===== src/sv/lpg_pkg.sv =====
// shared types and constants of the line pixel generator
// no dependencies; imported by every module of the block
package lpg_pkg;

   localparam int COORD_BITS_DEF = 15;
   localparam int WIDTH_BITS     = 16;
   localparam int HEIGHT_BITS    = 8;
   localparam int COLOR_BITS     = 16;
   localparam int ADDR_BITS      = 24;
   localparam int CSR_INDEX_BITS = 1;
   localparam int CSR_DATA_BITS  = 16;

   localparam logic [WIDTH_BITS-1:0]  FRAME_WIDTH_RESET  = 16'd320;
   localparam logic [HEIGHT_BITS-1:0] FRAME_HEIGHT_RESET = 8'd240;

   typedef enum logic [CSR_INDEX_BITS-1:0] {
      CSR_FRAME_WIDTH  = 1'b0,
      CSR_FRAME_HEIGHT = 1'b1
   } csr_index_type;

   typedef enum logic {
      FUNC_START   = 1'b0,
      FUNC_ADVANCE = 1'b1
   } func_type;

   // qualified commands from the input handshake
   typedef struct packed {
      logic start;
      logic advance;
   } lpg_cmd_type;

endpackage


===== src/sv/lpg_setup.sv =====
// line setup: steep swap, endpoint ordering and deltas for a new line
// depends on lpg_pkg
module lpg_setup #(
   parameter int COORD_BITS = lpg_pkg::COORD_BITS_DEF
) (
   input  logic signed [COORD_BITS-1:0] start_x,
   input  logic signed [COORD_BITS-1:0] start_y,
   input  logic signed [COORD_BITS-1:0] end_x,
   input  logic signed [COORD_BITS-1:0] end_y,
   output logic                         steep,
   output logic signed [COORD_BITS-1:0] major_pos,
   output logic signed [COORD_BITS-1:0] major_end,
   output logic signed [COORD_BITS-1:0] minor_pos,
   output logic        [COORD_BITS-1:0] major_delta,
   output logic        [COORD_BITS-1:0] minor_delta,
   output logic                         step_down
);
   import lpg_pkg::*;

   localparam int DW = COORD_BITS + 1;

   logic signed [DW-1:0] ax, ay, bx, by;
   logic signed [DW-1:0] adx, ady;
   logic signed [DW-1:0] sax, say, sbx, sby;
   logic signed [DW-1:0] oax, oay, obx, oby;
   logic signed [DW-1:0] dmaj, dmin;

   always_comb begin
      ax = DW'(start_x);
      ay = DW'(start_y);
      bx = DW'(end_x);
      by = DW'(end_y);
      adx = (bx > ax) ? bx - ax : ax - bx;
      ady = (by > ay) ? by - ay : ay - by;
      steep = ady > adx;
      if (steep) begin
         sax = ay; say = ax; sbx = by; sby = bx;
      end else begin
         sax = ax; say = ay; sbx = bx; sby = by;
      end
      if (sax > sbx) begin
         oax = sbx; oay = sby; obx = sax; oby = say;
      end else begin
         oax = sax; oay = say; obx = sbx; oby = sby;
      end
      dmaj = obx - oax;
      dmin = (oby > oay) ? oby - oay : oay - oby;
      major_pos   = oax[COORD_BITS-1:0];
      major_end   = obx[COORD_BITS-1:0];
      minor_pos   = oay[COORD_BITS-1:0];
      major_delta = dmaj[COORD_BITS-1:0];
      minor_delta = dmin[COORD_BITS-1:0];
      step_down   = !(oay < oby);
   end

endmodule


===== src/sv/lpg_stepper.sv =====
// line state registers and the per-pixel error update
// depends on lpg_pkg and lpg_setup
module lpg_stepper #(
   parameter int COORD_BITS = lpg_pkg::COORD_BITS_DEF
) (
   input  logic                               clock,
   input  logic                               reset,
   input  lpg_pkg::lpg_cmd_type               cmd,
   input  logic signed [COORD_BITS-1:0]       start_x,
   input  logic signed [COORD_BITS-1:0]       start_y,
   input  logic signed [COORD_BITS-1:0]       end_x,
   input  logic signed [COORD_BITS-1:0]       end_y,
   input  logic [lpg_pkg::COLOR_BITS-1:0]     color,
   output logic                               busy,
   output logic signed [COORD_BITS-1:0]       pixel_x,
   output logic signed [COORD_BITS-1:0]       pixel_y,
   output logic                               last,
   output logic [lpg_pkg::COLOR_BITS-1:0]     line_color
);
   import lpg_pkg::*;

   localparam int EW = COORD_BITS + 2;
   // unit step along either axis
   localparam logic signed [COORD_BITS-1:0] COORD_ONE = COORD_BITS'(1);

   logic busy_ff, busy_in;
   logic steep_ff, steep_in;
   logic signed [COORD_BITS-1:0] major_pos_ff, major_pos_in;
   logic signed [COORD_BITS-1:0] major_end_ff, major_end_in;
   logic signed [COORD_BITS-1:0] minor_pos_ff, minor_pos_in;
   logic [COORD_BITS-1:0] major_delta_ff, major_delta_in;
   logic [COORD_BITS-1:0] minor_delta_ff, minor_delta_in;
   logic signed [EW-1:0] error_ff, error_in;
   logic step_down_ff, step_down_in;
   logic [COLOR_BITS-1:0] color_ff, color_in;

   logic s_steep, s_step_down;
   logic signed [COORD_BITS-1:0] s_major_pos, s_major_end, s_minor_pos;
   logic [COORD_BITS-1:0] s_major_delta, s_minor_delta;
   logic signed [EW-1:0] error_sub;
   logic step;

   lpg_setup #(.COORD_BITS(COORD_BITS)) u_setup (
      .start_x     (start_x),
      .start_y     (start_y),
      .end_x       (end_x),
      .end_y       (end_y),
      .steep       (s_steep),
      .major_pos   (s_major_pos),
      .major_end   (s_major_end),
      .minor_pos   (s_minor_pos),
      .major_delta (s_major_delta),
      .minor_delta (s_minor_delta),
      .step_down   (s_step_down)
   );

   assign step = cmd.advance && busy_ff;
   assign last = major_pos_ff >= major_end_ff;
   assign error_sub = error_ff - $signed({2'b00, minor_delta_ff});

   always_comb begin
      busy_in        = busy_ff;
      steep_in       = steep_ff;
      major_pos_in   = major_pos_ff;
      major_end_in   = major_end_ff;
      minor_pos_in   = minor_pos_ff;
      major_delta_in = major_delta_ff;
      minor_delta_in = minor_delta_ff;
      error_in       = error_ff;
      step_down_in   = step_down_ff;
      color_in       = color_ff;
      if (cmd.start) begin
         busy_in        = 1'b1;
         steep_in       = s_steep;
         major_pos_in   = s_major_pos;
         major_end_in   = s_major_end;
         minor_pos_in   = s_minor_pos;
         major_delta_in = s_major_delta;
         minor_delta_in = s_minor_delta;
         error_in       = $signed({2'b00, s_major_delta >> 1});
         step_down_in   = s_step_down;
         color_in       = color;
      end else if (step) begin
         error_in = error_sub;
         if (error_sub < 0) begin
            minor_pos_in = step_down_ff ? minor_pos_ff - COORD_ONE : minor_pos_ff + COORD_ONE;
            error_in     = error_sub + $signed({2'b00, major_delta_ff});
         end
         if (last) begin
            busy_in = 1'b0;
         end else begin
            major_pos_in = major_pos_ff + COORD_ONE;
         end
      end
   end

   always_ff @(posedge clock) begin
      if (reset) begin
         busy_ff <= 1'b0;
      end else begin
         busy_ff <= busy_in;
      end
      steep_ff       <= steep_in;
      major_pos_ff   <= major_pos_in;
      major_end_ff   <= major_end_in;
      minor_pos_ff   <= minor_pos_in;
      major_delta_ff <= major_delta_in;
      minor_delta_ff <= minor_delta_in;
      error_ff       <= error_in;
      step_down_ff   <= step_down_in;
      color_ff       <= color_in;
   end

   assign busy       = busy_ff;
   assign pixel_x    = steep_ff ? minor_pos_ff : major_pos_ff;
   assign pixel_y    = steep_ff ? major_pos_ff : minor_pos_ff;
   assign line_color = color_ff;

endmodule


===== src/sv/lpg_pixel.sv =====
// pixel result stage: clipping, address multiply and the result register
// depends on lpg_pkg
module lpg_pixel #(
   parameter int COORD_BITS = lpg_pkg::COORD_BITS_DEF
) (
   input  logic                              clock,
   input  logic                              reset,
   input  logic                              emit,
   input  logic                              out_ready,
   input  logic signed [COORD_BITS-1:0]      pixel_x,
   input  logic signed [COORD_BITS-1:0]      pixel_y,
   input  logic                              last,
   input  logic [lpg_pkg::COLOR_BITS-1:0]    line_color,
   input  logic [lpg_pkg::WIDTH_BITS-1:0]    frame_width,
   input  logic [lpg_pkg::HEIGHT_BITS-1:0]   frame_height,
   output logic                              out_valid,
   output logic                              slot_free,
   output logic signed [COORD_BITS-1:0]      out_x,
   output logic signed [COORD_BITS-1:0]      out_y,
   output logic [lpg_pkg::ADDR_BITS-1:0]     out_address,
   output logic [lpg_pkg::COLOR_BITS-1:0]    out_color,
   output logic                              out_write_enable,
   output logic                              out_last
);
   import lpg_pkg::*;

   logic valid_ff, valid_in;
   logic signed [COORD_BITS-1:0] x_ff, y_ff;
   logic [ADDR_BITS-1:0] address_ff, address_in;
   logic [COLOR_BITS-1:0] color_ff;
   logic we_ff, in_frame;
   logic last_ff;

   logic [COORD_BITS-2:0] x_mag, y_mag;
   logic [HEIGHT_BITS+WIDTH_BITS-1:0] row_base;

   assign x_mag = pixel_x[COORD_BITS-2:0];
   assign y_mag = pixel_y[COORD_BITS-2:0];

   always_comb begin
      in_frame = !pixel_x[COORD_BITS-1] && !pixel_y[COORD_BITS-1] &&
                 (WIDTH_BITS'(x_mag) < frame_width) &&
                 (COORD_BITS'(y_mag) < COORD_BITS'(frame_height));
      // row is below the frame height when inside, so 8 bits carry it
      row_base   = HEIGHT_BITS'(y_mag) * frame_width;
      address_in = in_frame ? ADDR_BITS'(row_base) + ADDR_BITS'(x_mag) : '0;
   end

   assign slot_free = !valid_ff || out_ready;
   assign valid_in  = emit ? 1'b1 : (valid_ff && !out_ready);

   always_ff @(posedge clock) begin
      if (reset) begin
         valid_ff <= 1'b0;
      end else begin
         valid_ff <= valid_in;
      end
      if (emit) begin
         x_ff       <= pixel_x;
         y_ff       <= pixel_y;
         address_ff <= address_in;
         color_ff   <= line_color;
         we_ff      <= in_frame;
         last_ff    <= last;
      end
   end

   assign out_valid        = valid_ff;
   assign out_x            = x_ff;
   assign out_y            = y_ff;
   assign out_address      = address_ff;
   assign out_color        = color_ff;
   assign out_write_enable = we_ff;
   assign out_last         = last_ff;

endmodule


===== src/sv/line_pixel_generator_top.sv =====
// top level of the line pixel generator: stream ports, frame registers
// depends on lpg_pkg, lpg_stepper, lpg_setup and lpg_pixel
//
// Bresenham line rasterizer with frame clipping. A request item with tuser
// low (start) loads two endpoints and a color and produces no response; a
// start during a line drops that line. A request item with tuser high
// (advance) produces one response item carrying the next pixel, its linear
// address row * frame_width + column, the color, a write enable in tuser
// (low outside the frame, address then zero) and tlast on the final pixel;
// an advance while no line is active is consumed with no response. The
// line state steps once per accepted advance; the pixel is clipped and
// its address formed (one 8x16 multiply and an add) into the response
// register, so one item is accepted per clock as long as the response
// register is empty or being taken in the same cycle; the response is
// offered in the cycle after its advance is accepted. The user must
// write frame_width and frame_height (reset 320 and 240) through the
// always ready csr channel, only while the block is idle (unenforced).
module line_pixel_generator_top #(
   parameter int COORD_BITS = lpg_pkg::COORD_BITS_DEF,
   localparam int REQ_FIELD_BITS = 4 * COORD_BITS + lpg_pkg::COLOR_BITS,
   localparam int REQ_DATA_BITS  = ((REQ_FIELD_BITS + 7) / 8) * 8,
   localparam int RSP_FIELD_BITS = 2 * COORD_BITS + lpg_pkg::ADDR_BITS + lpg_pkg::COLOR_BITS,
   localparam int RSP_DATA_BITS  = ((RSP_FIELD_BITS + 7) / 8) * 8
) (
   input  logic                                 clock,
   input  logic                                 reset,
   // request stream
   input  logic                                 req_tvalid,
   output logic                                 req_tready,
   // start_x, start_y, end_x, end_y, color
   input  logic [REQ_DATA_BITS-1:0]             req_tdata,
   // func
   input  logic                                 req_tuser,
   // response stream
   output logic                                 rsp_tvalid,
   input  logic                                 rsp_tready,
   // pixel_x, pixel_y, pixel_address, pixel_color
   output logic [RSP_DATA_BITS-1:0]             rsp_tdata,
   // write_enable
   output logic                                 rsp_tuser,
   // last_pixel
   output logic                                 rsp_tlast,
   // register writes
   input  logic                                 csr_valid,
   output logic                                 csr_ready,
   input  logic [lpg_pkg::CSR_INDEX_BITS-1:0]   csr_index,
   input  logic [lpg_pkg::CSR_DATA_BITS-1:0]    csr_data
);
   import lpg_pkg::*;

   // frame registers
   logic [WIDTH_BITS-1:0]  frame_width_ff, frame_width_in;
   logic [HEIGHT_BITS-1:0] frame_height_ff, frame_height_in;

   lpg_cmd_type cmd;
   logic req_accept;
   logic busy, last, emit, slot_free;

   // request fields
   logic signed [COORD_BITS-1:0] start_x, start_y, end_x, end_y;
   logic [COLOR_BITS-1:0] color;

   // current pixel from the line state
   logic signed [COORD_BITS-1:0] cur_x, cur_y;
   logic [COLOR_BITS-1:0] line_color;

   // registered response fields
   logic signed [COORD_BITS-1:0] pixel_x, pixel_y;
   logic [ADDR_BITS-1:0] pixel_address;
   logic [COLOR_BITS-1:0] pixel_color;
   logic write_enable, last_pixel;

   assign csr_ready = 1'b1;

   always_comb begin
      frame_width_in  = frame_width_ff;
      frame_height_in = frame_height_ff;
      if (csr_valid && csr_ready) begin
         unique case (csr_index_type'(csr_index))
            CSR_FRAME_WIDTH:  frame_width_in  = csr_data[WIDTH_BITS-1:0];
            CSR_FRAME_HEIGHT: frame_height_in = csr_data[HEIGHT_BITS-1:0];
            default: ;
         endcase
      end
   end

   always_ff @(posedge clock) begin
      if (reset) begin
         frame_width_ff  <= FRAME_WIDTH_RESET;
         frame_height_ff <= FRAME_HEIGHT_RESET;
      end else begin
         frame_width_ff  <= frame_width_in;
         frame_height_ff <= frame_height_in;
      end
   end

   // unpack request item, first field lowest
   assign start_x = req_tdata[0*COORD_BITS +: COORD_BITS];
   assign start_y = req_tdata[1*COORD_BITS +: COORD_BITS];
   assign end_x   = req_tdata[2*COORD_BITS +: COORD_BITS];
   assign end_y   = req_tdata[3*COORD_BITS +: COORD_BITS];
   assign color   = req_tdata[4*COORD_BITS +: COLOR_BITS];

   // a request is taken whenever the response register has room
   assign req_tready  = slot_free;
   assign req_accept  = req_tvalid && req_tready;
   assign cmd.start   = req_accept && (func_type'(req_tuser) == FUNC_START);
   assign cmd.advance = req_accept && (func_type'(req_tuser) == FUNC_ADVANCE);
   // only an advance on an active line makes a pixel
   assign emit = cmd.advance && busy;

   lpg_stepper #(.COORD_BITS(COORD_BITS)) u_stepper (
      .clock      (clock),
      .reset      (reset),
      .cmd        (cmd),
      .start_x    (start_x),
      .start_y    (start_y),
      .end_x      (end_x),
      .end_y      (end_y),
      .color      (color),
      .busy       (busy),
      .pixel_x    (cur_x),
      .pixel_y    (cur_y),
      .last       (last),
      .line_color (line_color)
   );

   lpg_pixel #(.COORD_BITS(COORD_BITS)) u_pixel (
      .clock            (clock),
      .reset            (reset),
      .emit             (emit),
      .out_ready        (rsp_tready),
      .pixel_x          (cur_x),
      .pixel_y          (cur_y),
      .last             (last),
      .line_color       (line_color),
      .frame_width      (frame_width_ff),
      .frame_height     (frame_height_ff),
      .out_valid        (rsp_tvalid),
      .slot_free        (slot_free),
      .out_x            (pixel_x),
      .out_y            (pixel_y),
      .out_address      (pixel_address),
      .out_color        (pixel_color),
      .out_write_enable (write_enable),
      .out_last         (last_pixel)
   );

   // pack response item, first field lowest, zero fill to whole bytes
   assign rsp_tdata = RSP_DATA_BITS'({pixel_color, pixel_address, pixel_y, pixel_x});
   assign rsp_tuser = write_enable;
   assign rsp_tlast = last_pixel;

   // a pixel made this cycle is offered next cycle
   a_emit_shows: assert property (@(posedge clock) disable iff (reset)
      emit |=> rsp_tvalid)
      else $error("pixel made but no response offered");

   // the final pixel ends the line
   a_last_idles: assert property (@(posedge clock) disable iff (reset)
      (emit && last) |=> !busy)
      else $error("line still active after its final pixel");

   // clipped pixels carry a zero address
   a_clip_addr: assert property (@(posedge clock) disable iff (reset)
      (rsp_tvalid && !rsp_tuser) |-> (pixel_address == '0))
      else $error("clipped pixel with nonzero address");

   // written pixels never have negative coordinates
   a_we_coords: assert property (@(posedge clock) disable iff (reset)
      (rsp_tvalid && rsp_tuser) |-> (!pixel_x[COORD_BITS-1] && !pixel_y[COORD_BITS-1]))
      else $error("write enabled on a negative coordinate");

endmodule

===== config.mk =====
export PLATFORM = sky130hd
export DESIGN_NAME = line_pixel_generator_top
export DESIGN_NICKNAME = d
export VERILOG_FILES = /design/src/sv/lpg_pkg.sv /design/src/sv/lpg_setup.sv /design/src/sv/lpg_stepper.sv /design/src/sv/lpg_pixel.sv /design/src/sv/line_pixel_generator_top.sv
export SDC_FILE = /design/constraint.sdc
export NUM_CORES = 1
export LEC_CHECK = 0
export ABC_AREA = 1
export BUFFER_PORTS_ARGS = -buffer_cell sky130_fd_sc_hd__buf_2
export CAP_MARGIN = 20
export CORE_MARGIN = 10
export CORE_UTILIZATION = 55
export DETAILED_ROUTE_END_ITERATION = 6
export GPL_ROUTABILITY_DRIVEN = 1
export PLACE_DENSITY = 0.85
export SYNTH_ARGS = -nofsm -noshare
export SYNTH_HDL_FRONTEND = slang
export SYNTH_SLANG_ARGS = --single-unit

===== constraint.sdc =====
create_clock -name clock -period 35.5 [get_ports clock]
set_input_delay 8.875 -clock clock [delete_from_list [all_inputs] [get_ports clock]]
set_output_delay 8.875 -clock clock [all_outputs]
set_load 0.05 [all_outputs]

## Word level (Yosys, flattened, before mapping)

Index checks and enable logic that the tools add are counted.

| storage, ports and cells | value |
|---|---|
| register bits | 208 |
| input port bits | 103 |
| output and inout port bits | 77 |
| word-level logic and storage cells | 96 |

| operators by class | value |
|---|---|
| add/subtract/negate cells | 13 |
| $mul | 1 |
| order comparisons | 10 |
| equality and inequality tests | 1 |
| multiplexer cells | 27 |
| bitwise operators | 2 |
| reduce and logical (&&, ||, !) cells | 22 |

Operators by type and width:

| cell | number |
|---|---|
| 2-to-1 mux 15 bit | 12 |
| 2-to-1 mux 16 bit | 8 |
| subtractor 15 x 15 -> 16 bit | 4 |
| greater-than comparator 16 bit | 3 |
| subtractor 15 bit | 3 |
| adder 15 x 2 -> 15 bit (second input constant) | 2 |
| greater-than comparator 15 bit | 2 |
| 2-to-1 mux 14 bit | 2 |
| adder 24 x 14 -> 24 bit | 1 |
| multiplier 8 x 16 -> 24 bit | 1 |
| adder 17 x 16 -> 17 bit | 1 |
| < comparator 17 x 1 -> 1 bit (second input constant) | 1 |
| 2-to-1 mux 17 bit | 1 |
| subtractor 17 x 16 -> 17 bit | 1 |
| < comparator 14 x 16 -> 1 bit | 1 |
| < comparator 16 bit | 1 |
| >= comparator 15 bit | 1 |
| subtractor 15 x 2 -> 15 bit (second input constant) | 1 |
| < comparator 14 x 8 -> 1 bit | 1 |
| AND reduction 2 bit | 5 |
| logical AND 1 bit | 8 |
| nonzero test 2 bit | 3 |
| zero test 1 bit | 5 |
| 2-to-1 mux 1 bit | 4 |
| 3 further kinds | 4 |

## Longest topological paths before layout

| depth | value |
|---|---|
| depth after elaboration | 8 |
| depth in mapped cells | 74 |
| gate-level depth less buffers | 65 |

## By module

From an unflattened synthesis, not the netlist that was laid out.

| second synthesis, totals | value |
|---|---|
| cell total of the unflattened synthesis | 3,365 |
| area, all modules | 23,707.7 sq um |

By module, submodules not included:

| module | instances | cells each | area an instance (sq um) | seq. area each (sq um) |
|---|---|---|---|---|
| lpg_pixel | 1 | 972 | 7,992.7 | 2,182.1 |
| lpg_stepper | 1 | 957 | 7,556.0 | 3,293.2 |
| lpg_setup | 1 | 1,289 | 7,143.1 | 0.0 |
| line_pixel_generator_top | 1 | 147 | 1,016.0 | 480.5 |

## Least setup slack after synthesis

OpenSTA, ideal clock, no wires.

| timing | value |
|---|---|
| path kind | input-to-reg |
| from | input port req_tdata[25] |
| to | register u_stepper.minor_delta_ff[10] (data pin) |
| library setup time | 0.265 ns |
| arrival | 18.086 ns |
| data required time | 35.235 ns |
| path slack | 17.149 ns |
| stages on the path | 66 |
| buffers on the path | 13 |
| path through | inv_1 -> ha_1 -> clkbuf_1 -> nand2_1 -> nor2_1 -> inv_1 -> nor2_1 -> a221o_1 -> nand2_1 -> nand3b_1 -> o311ai_0 -> o21ai_0 -> clkinv_1 -> a21oi_1 -> a21oi_1 -> nor3_1 -> a21oi_1 -> nor3_1 -> [30 not listed] -> nand3_1 -> nand2_1 -> nand2_1 -> nand2_1 -> inv_1 -> o21ai_0 -> inv_1 -> o21ai_0 -> inv_1 -> o21ai_0 -> inv_1 -> o21ai_0 -> o21ai_0 -> nand2_1 -> clkbuf_1 -> buf_1 -> o21ai_0 -> xor2_1 |

| on the way | value |
|---|---|
| longest elaborated chain between the ends | 8 |
| elaborated cells between the ends (all ways) | 16 |
| classes of those cells | add/sub: 4; order compare: 4; mux: 8 |

RTL lines:

| item | RTL line | source |
|---|---|---|
| start, declared | line_pixel_generator_top.sv:31 | `input logic [REQ_DATA_BITS-1:0] req_tdata,` |
| subtractor 15 x 15 -> 16 bit / greater-than comparator 15 bit (equally long branches) | lpg_setup.sv:34 | `ady = (by > ay) ? by - ay : ay - by;` |
| 2-to-1 mux 16 bit | lpg_setup.sv:34 |  |
| greater-than comparator 16 bit | lpg_setup.sv:35 | `steep = ady > adx;` |
| 2-to-1 mux 16 bit | lpg_setup.sv:36 | `if (steep) begin` |
| greater-than comparator 16 bit | lpg_setup.sv:41 | `if (sax > sbx) begin` |
| 2-to-1 mux 16 bit | lpg_setup.sv:41 |  |
| subtractor 15 bit / greater-than comparator 16 bit (equally long branches) | lpg_setup.sv:47 | `dmin = (oby > oay) ? oby - oay : oay - oby;` |
| 2-to-1 mux 15 bit (*) | lpg_setup.sv:47 |  |
| net u_stepper.s_minor_delta[10] | lpg_stepper.sv:39 | `logic [COORD_BITS-1:0] s_major_delta, s_minor_delta;` |
| end signal, assigned | lpg_stepper.sv:108 | `minor_delta_ff <= minor_delta_in;` |
| end, declared | lpg_stepper.sv:32 | `logic [COORD_BITS-1:0] minor_delta_ff, minor_delta_in;` |

Mark *: on every way through the listed nets, which the timed path passes. The rest lies on a longest branch.
A chain may end at the register's enable or synchronous reset.

## Worst setup path after layout

| timing | value |
|---|---|
| from | input port req_tdata[11] |
| to | register u_stepper.minor_delta_ff[13] (data pin) |

| on the way | value |
|---|---|
| longest elaborated chain between the ends | 8 |
| elaborated cells between the ends (all ways) | 16 |
| classes of those cells | add/sub: 4; order compare: 4; mux: 8 |

RTL lines:

| item | RTL line | source |
|---|---|---|
| subtractor 15 x 15 -> 16 bit / greater-than comparator 15 bit (equally long branches) | lpg_setup.sv:33 | `adx = (bx > ax) ? bx - ax : ax - bx;` |
| 2-to-1 mux 16 bit | lpg_setup.sv:33 |  |
| greater-than comparator 16 bit | lpg_setup.sv:35 |  |
| 2-to-1 mux 16 bit | lpg_setup.sv:36 |  |
| greater-than comparator 16 bit | lpg_setup.sv:41 |  |
| 2-to-1 mux 16 bit | lpg_setup.sv:41 |  |
| subtractor 15 bit / greater-than comparator 16 bit (equally long branches) | lpg_setup.sv:47 |  |
| 2-to-1 mux 15 bit (*) | lpg_setup.sv:47 |  |
| net u_stepper.s_minor_delta[13] | lpg_stepper.sv:39 |  |

Marks and branches as above.

==> impl_metrics.prom <==
# TYPE chip_impl_metric gauge
chip_impl_info{name="status",value="complete, no violations"} 1
chip_impl_metric{name="cts_made_buffers",unit=""} 20
chip_impl_metric{name="worst_clock_skew",unit="ns"} 0.01501
chip_impl_metric{name="placement_rows",unit=""} 72
chip_impl_info{name="root_buffer",value="sky130_fd_sc_hd__clkbuf_16"} 1
chip_impl_metric{name="wl",unit="µm"} 65510
chip_impl_metric{name="pin_count_of_the_biggest_net_entering_global_routing",unit=""} 101
chip_impl_metric{name="timing.setup.tns",unit="ns"} 0
chip_impl_metric{name="dr_wl_met3",unit="µm"} 5399
chip_impl_metric{name="detailedRoute.firstPassIterationCount",unit=""} 6
chip_impl_metric{name="synthesis.yosys.warnings",unit=""} 0
chip_impl_info{name="setup.worst_path.start_class",value="input port"} 1
chip_impl_metric{name="clk_transition_reported_paths",unit="ns"} 0.06
chip_impl_metric{name="timing.fmax",unit="MHz"} 47.35
chip_impl_metric{name="slew_headroom",unit=""} 0.3292
chip_impl_metric{name="met2WireLength",unit="µm"} 31490
chip_impl_metric{name="critPathMaxStageDelay",unit="ns"} 0.68
chip_impl_metric{name="tightest_slew",unit="ns"} 1.006
chip_impl_metric{name="ff_latch_area",unit="mm²"} 0.005956
chip_impl_metric{name="hold_buffers",unit=""} 0
chip_impl_metric{name="layout.filler_cells",unit=""} 3316
chip_impl_metric{name="layout-area-overhead-vs-synth",unit="%"} 9.372
chip_impl_metric{name="number_of_global_route_vias_before_repair",unit=""} 19500
chip_impl_metric{name="syn-instance-count",unit=""} 2777
chip_impl_metric{name="insertedDiodeCount",unit=""} 0
chip_impl_metric{name="placeableCoreArea",unit="mm²"} 0.03865
chip_impl_metric{name="dr.first_iter.drc_count",unit=""} 1816
chip_impl_metric{name="floorplan.die.height",unit="µm"} 217.8
chip_impl_metric{name="top_level_ports",unit=""} 180
chip_impl_metric{name="post_synth.cell_area_avg",unit="µm²"} 7.750
chip_impl_metric{name="final_hold_viol_count",unit=""} 0
chip_impl_info{name="synth_common_cells",value="sky130_fd_sc_hd__nand2_1 (602), sky130_fd_sc_hd__inv_1 (485), sky130_fd_sc_hd__o21ai_0 (270), sky130_fd_sc_hd__ha_1 (244), sky130_fd_sc_hd__a21oi_1 (199)"} 1
chip_impl_metric{name="post-dp-hpwl",unit="µm"} 53870
chip_impl_metric{name="timing.max_cap.violations",unit=""} 0
chip_impl_info{name="worstHoldPathType",value="reg2reg"} 1
chip_impl_metric{name="num-nets-final",unit=""} 3370
chip_impl_metric{name="grt_pass1_wl",unit="µm"} 102600
chip_impl_info{name="crit_path_end_kind",value="flop"} 1
chip_impl_metric{name="post-cts-setup-buffer-count",unit=""} 0
chip_impl_metric{name="avgViaCountPerCell",unit=""} 5.741
chip_impl_metric{name="synth-edff-count",unit=""} 179
chip_impl_metric{name="initial_core_util",unit=""} 0.5569
chip_impl_metric{name="finalWeightedCongestion",unit=""} 1.015
chip_impl_metric{name="slew_violations",unit=""} 0
chip_impl_metric{name="share_of_layout_cells_above_drive_strength_1",unit=""} 0.09010
chip_impl_metric{name="worst_ep_required_time",unit="ns"} 35.75
chip_impl_metric{name="place_worst_setup_slack",unit="ns"} 14.14
chip_impl_metric{name="die-area",unit="mm²"} 0.04744
chip_impl_info{name="setup_repair_after_global_routing_missed_its_margin",value="no"} 1
chip_impl_metric{name="timing.critical_path.arrival",unit="ns"} 21.37
chip_impl_info{name="critPathKind",value="in2reg"} 1
chip_impl_metric{name="worstSkewPairLatency",unit="ns"} 0.52
chip_impl_info{name="synth_top_cell_by_area",value="sky130_fd_sc_hd__edfxtp_1"} 1
chip_impl_info{name="yosys-top-cells-area",value="sky130_fd_sc_hd__edfxtp_1 (25%), sky130_fd_sc_hd__ha_1 (14%), sky130_fd_sc_hd__nand2_1 (11%), sky130_fd_sc_hd__fa_1 (10%), sky130_fd_sc_hd__inv_1 (8.5%)"} 1
chip_impl_metric{name="detail_route.wl_per_cell",unit="µm"} 19.00
chip_impl_metric{name="postSynth.asyncResetShare",unit=""} 0
chip_impl_metric{name="antenna_found_initial",unit=""} 2
chip_impl_metric{name="clock_tree.htree_level_count",unit=""} 1
chip_impl_metric{name="setup_viol",unit=""} 0
chip_impl_metric{name="die_w",unit="µm"} 217.8
chip_impl_metric{name="antenna_left",unit=""} 0
chip_impl_metric{name="synth.yosys.seq_area_share",unit=""} 0.2767
chip_impl_info{name="slowest_stage",value="sky130_fd_sc_hd__o32ai_1"} 1
chip_impl_info{name="top_signal_layer_used",value="met5"} 1
chip_impl_metric{name="ys_types",unit=""} 60
chip_impl_metric{name="worst_setup_slack_after_layout",unit="ns"} 14.38
chip_impl_info{name="tritoncts_clock_tree",value="done"} 1
chip_impl_metric{name="syn_area",unit="mm²"} 0.02152
chip_impl_metric{name="cts-resized-gates",unit=""} 0
chip_impl_metric{name="ff2ff_setup_slack",unit="ns"} 28.53
chip_impl_metric{name="drc",unit=""} 0
chip_impl_metric{name="yosysTopAreaCellShare",unit=""} 0.2498
chip_impl_metric{name="cts_buffer_depth",unit=""} 3
chip_impl_metric{name="clock-sinks",unit=""} 208
chip_impl_info{name="synth_most_common_cell",value="sky130_fd_sc_hd__nand2_1"} 1
chip_impl_metric{name="vias",unit=""} 19800
chip_impl_info{name="synth_ff_type",value="sky130_fd_sc_hd__edfxtp_1"} 1
chip_impl_metric{name="min_period_over_period",unit=""} 0.5949
chip_impl_metric{name="multi_input_area",unit="mm²"} 0.01339
chip_impl_metric{name="port_buf_inserts",unit=""} 172
chip_impl_metric{name="critPathMaxFanout",unit=""} 100
chip_impl_metric{name="postSynthRegisterBits",unit=""} 208
chip_impl_metric{name="wirelength_met1",unit="µm"} 25530
chip_impl_metric{name="grt.total_usage",unit=""} 0.2695
chip_impl_metric{name="finalCriticalPeriod",unit="ns"} 21.12
chip_impl_metric{name="overflow",unit=""} 0
per-layer routing:
| layer | up-vias | global-route usage |
|---|---|---|
| met4 | 4 | 0.1231 |
| met5 | - | 0 |
| met1 | 9272 | 0.3266 |
| met3 | 172 | 0.03648 |
| met2 | 970 | 0.4680 |
| li1 | 9377 | - |
layout by cell type, fill, tap and decap left out, drive strengths merged, types with 69 or more instances in the layout:
cell and instances:
nand2 612, edfxtp 179, inv 489, o21ai 280, a21oi 199, ha 244
xor2 69, fa 107, nor2 162, nand3 103, buf 189
path summary, 6_finish.rpt:
check	from	to	cells past startpoint
max	req_tdata[11]	u_stepper.minor_delta_ff[13]$_DFFE_PP_	58
min	u_stepper.line_color[0]$_DFFE_PP_	u_pixel.out_color[0]$_DFFE_PP_	0
max reg2reg	u_stepper.steep_ff$_DFFE_PP_	u_pixel.out_address[23]$_SDFFCE_PN0P_	27
min reg2reg	u_stepper.line_color[0]$_DFFE_PP_	u_pixel.out_color[0]$_DFFE_PP_	0
area by class of cell:
| class | count | share of cell area |
|---|---|---|
| Clock buffer | 24 | 0.02280 |
| Inverter | 493 | 0.07862 |
| Sequential cell | 208 | 0.2530 |
| Timing Repair Buffer | 189 | 0.04199 |
| Tap cell | 518 | 0.02754 |
| Multi-Input combinational cell | 2004 | 0.5687 |
| Clock inverter | 12 | 0.007336 |
registers in the layout (all words and copies together), names as in the netlist:
name / cells
u_pixel.out_y: 15
u_stepper.error_ff: 17
u_stepper.major_pos_ff: 15
u_stepper.minor_pos_ff: 15
u_stepper.busy: 1
u_stepper.minor_delta_ff: 15
u_pixel.out_write_enable: 1
u_pixel.out_x: 15
u_pixel.out_color: 16
u_pixel.out_address: 24
u_stepper.major_delta_ff: 15
u_stepper.steep_ff: 1
u_pixel.out_valid: 1
u_stepper.major_end_ff: 15
frame_height_ff: 8
u_stepper.step_down_ff: 1
frame_width_ff: 16
u_stepper.line_color: 16
u_pixel.out_last: 1
cell families (layout without fill, tap and decap cells):
kind of cell               Yosys count  count (layout)  synth area share
adders and majority gates          351             351            0.2414
AOI/OAI and AO/OA                  578             578            0.1473
DFF                                208             208            0.2767
muxes                                6               6          0.002791
other                                2               3         0.0003490
xor gates and xnor gates           102             102           0.04151
and+or+nand+nor                    964             964            0.1877
buffers and inverters              566             718            0.1022
stage by stage:
step	std cells	cell area (µm²)	hold slack (ns)	utilization
final	3448	23540	0.4178	0.6090
after global routing	3448	23540	0.4257	0.6090
after CTS	3448	23540	0.4197	0.6090
after detailed placement	3412	22830	0.4045	0.5907
after global placement	3412	22830	0.4004	0.5907
after floorplan	2778	21520	0.4003	-
critical path: cells and delay by family:
kind / cells / cell delay (ns)
xor gates and xnor gates: 2 / 0.53
adders and majority gates: 4 / 1.36
and+or+nand+nor: 18 / 3.06
muxes: 1 / 0.23
AOI/OAI and AO/OA: 20 / 4.64
buffers and inverters: 13 / 2.56
Power is not shown: default switching activity piles up to over one toggle a cycle in this logic, so the estimate is an artifact.
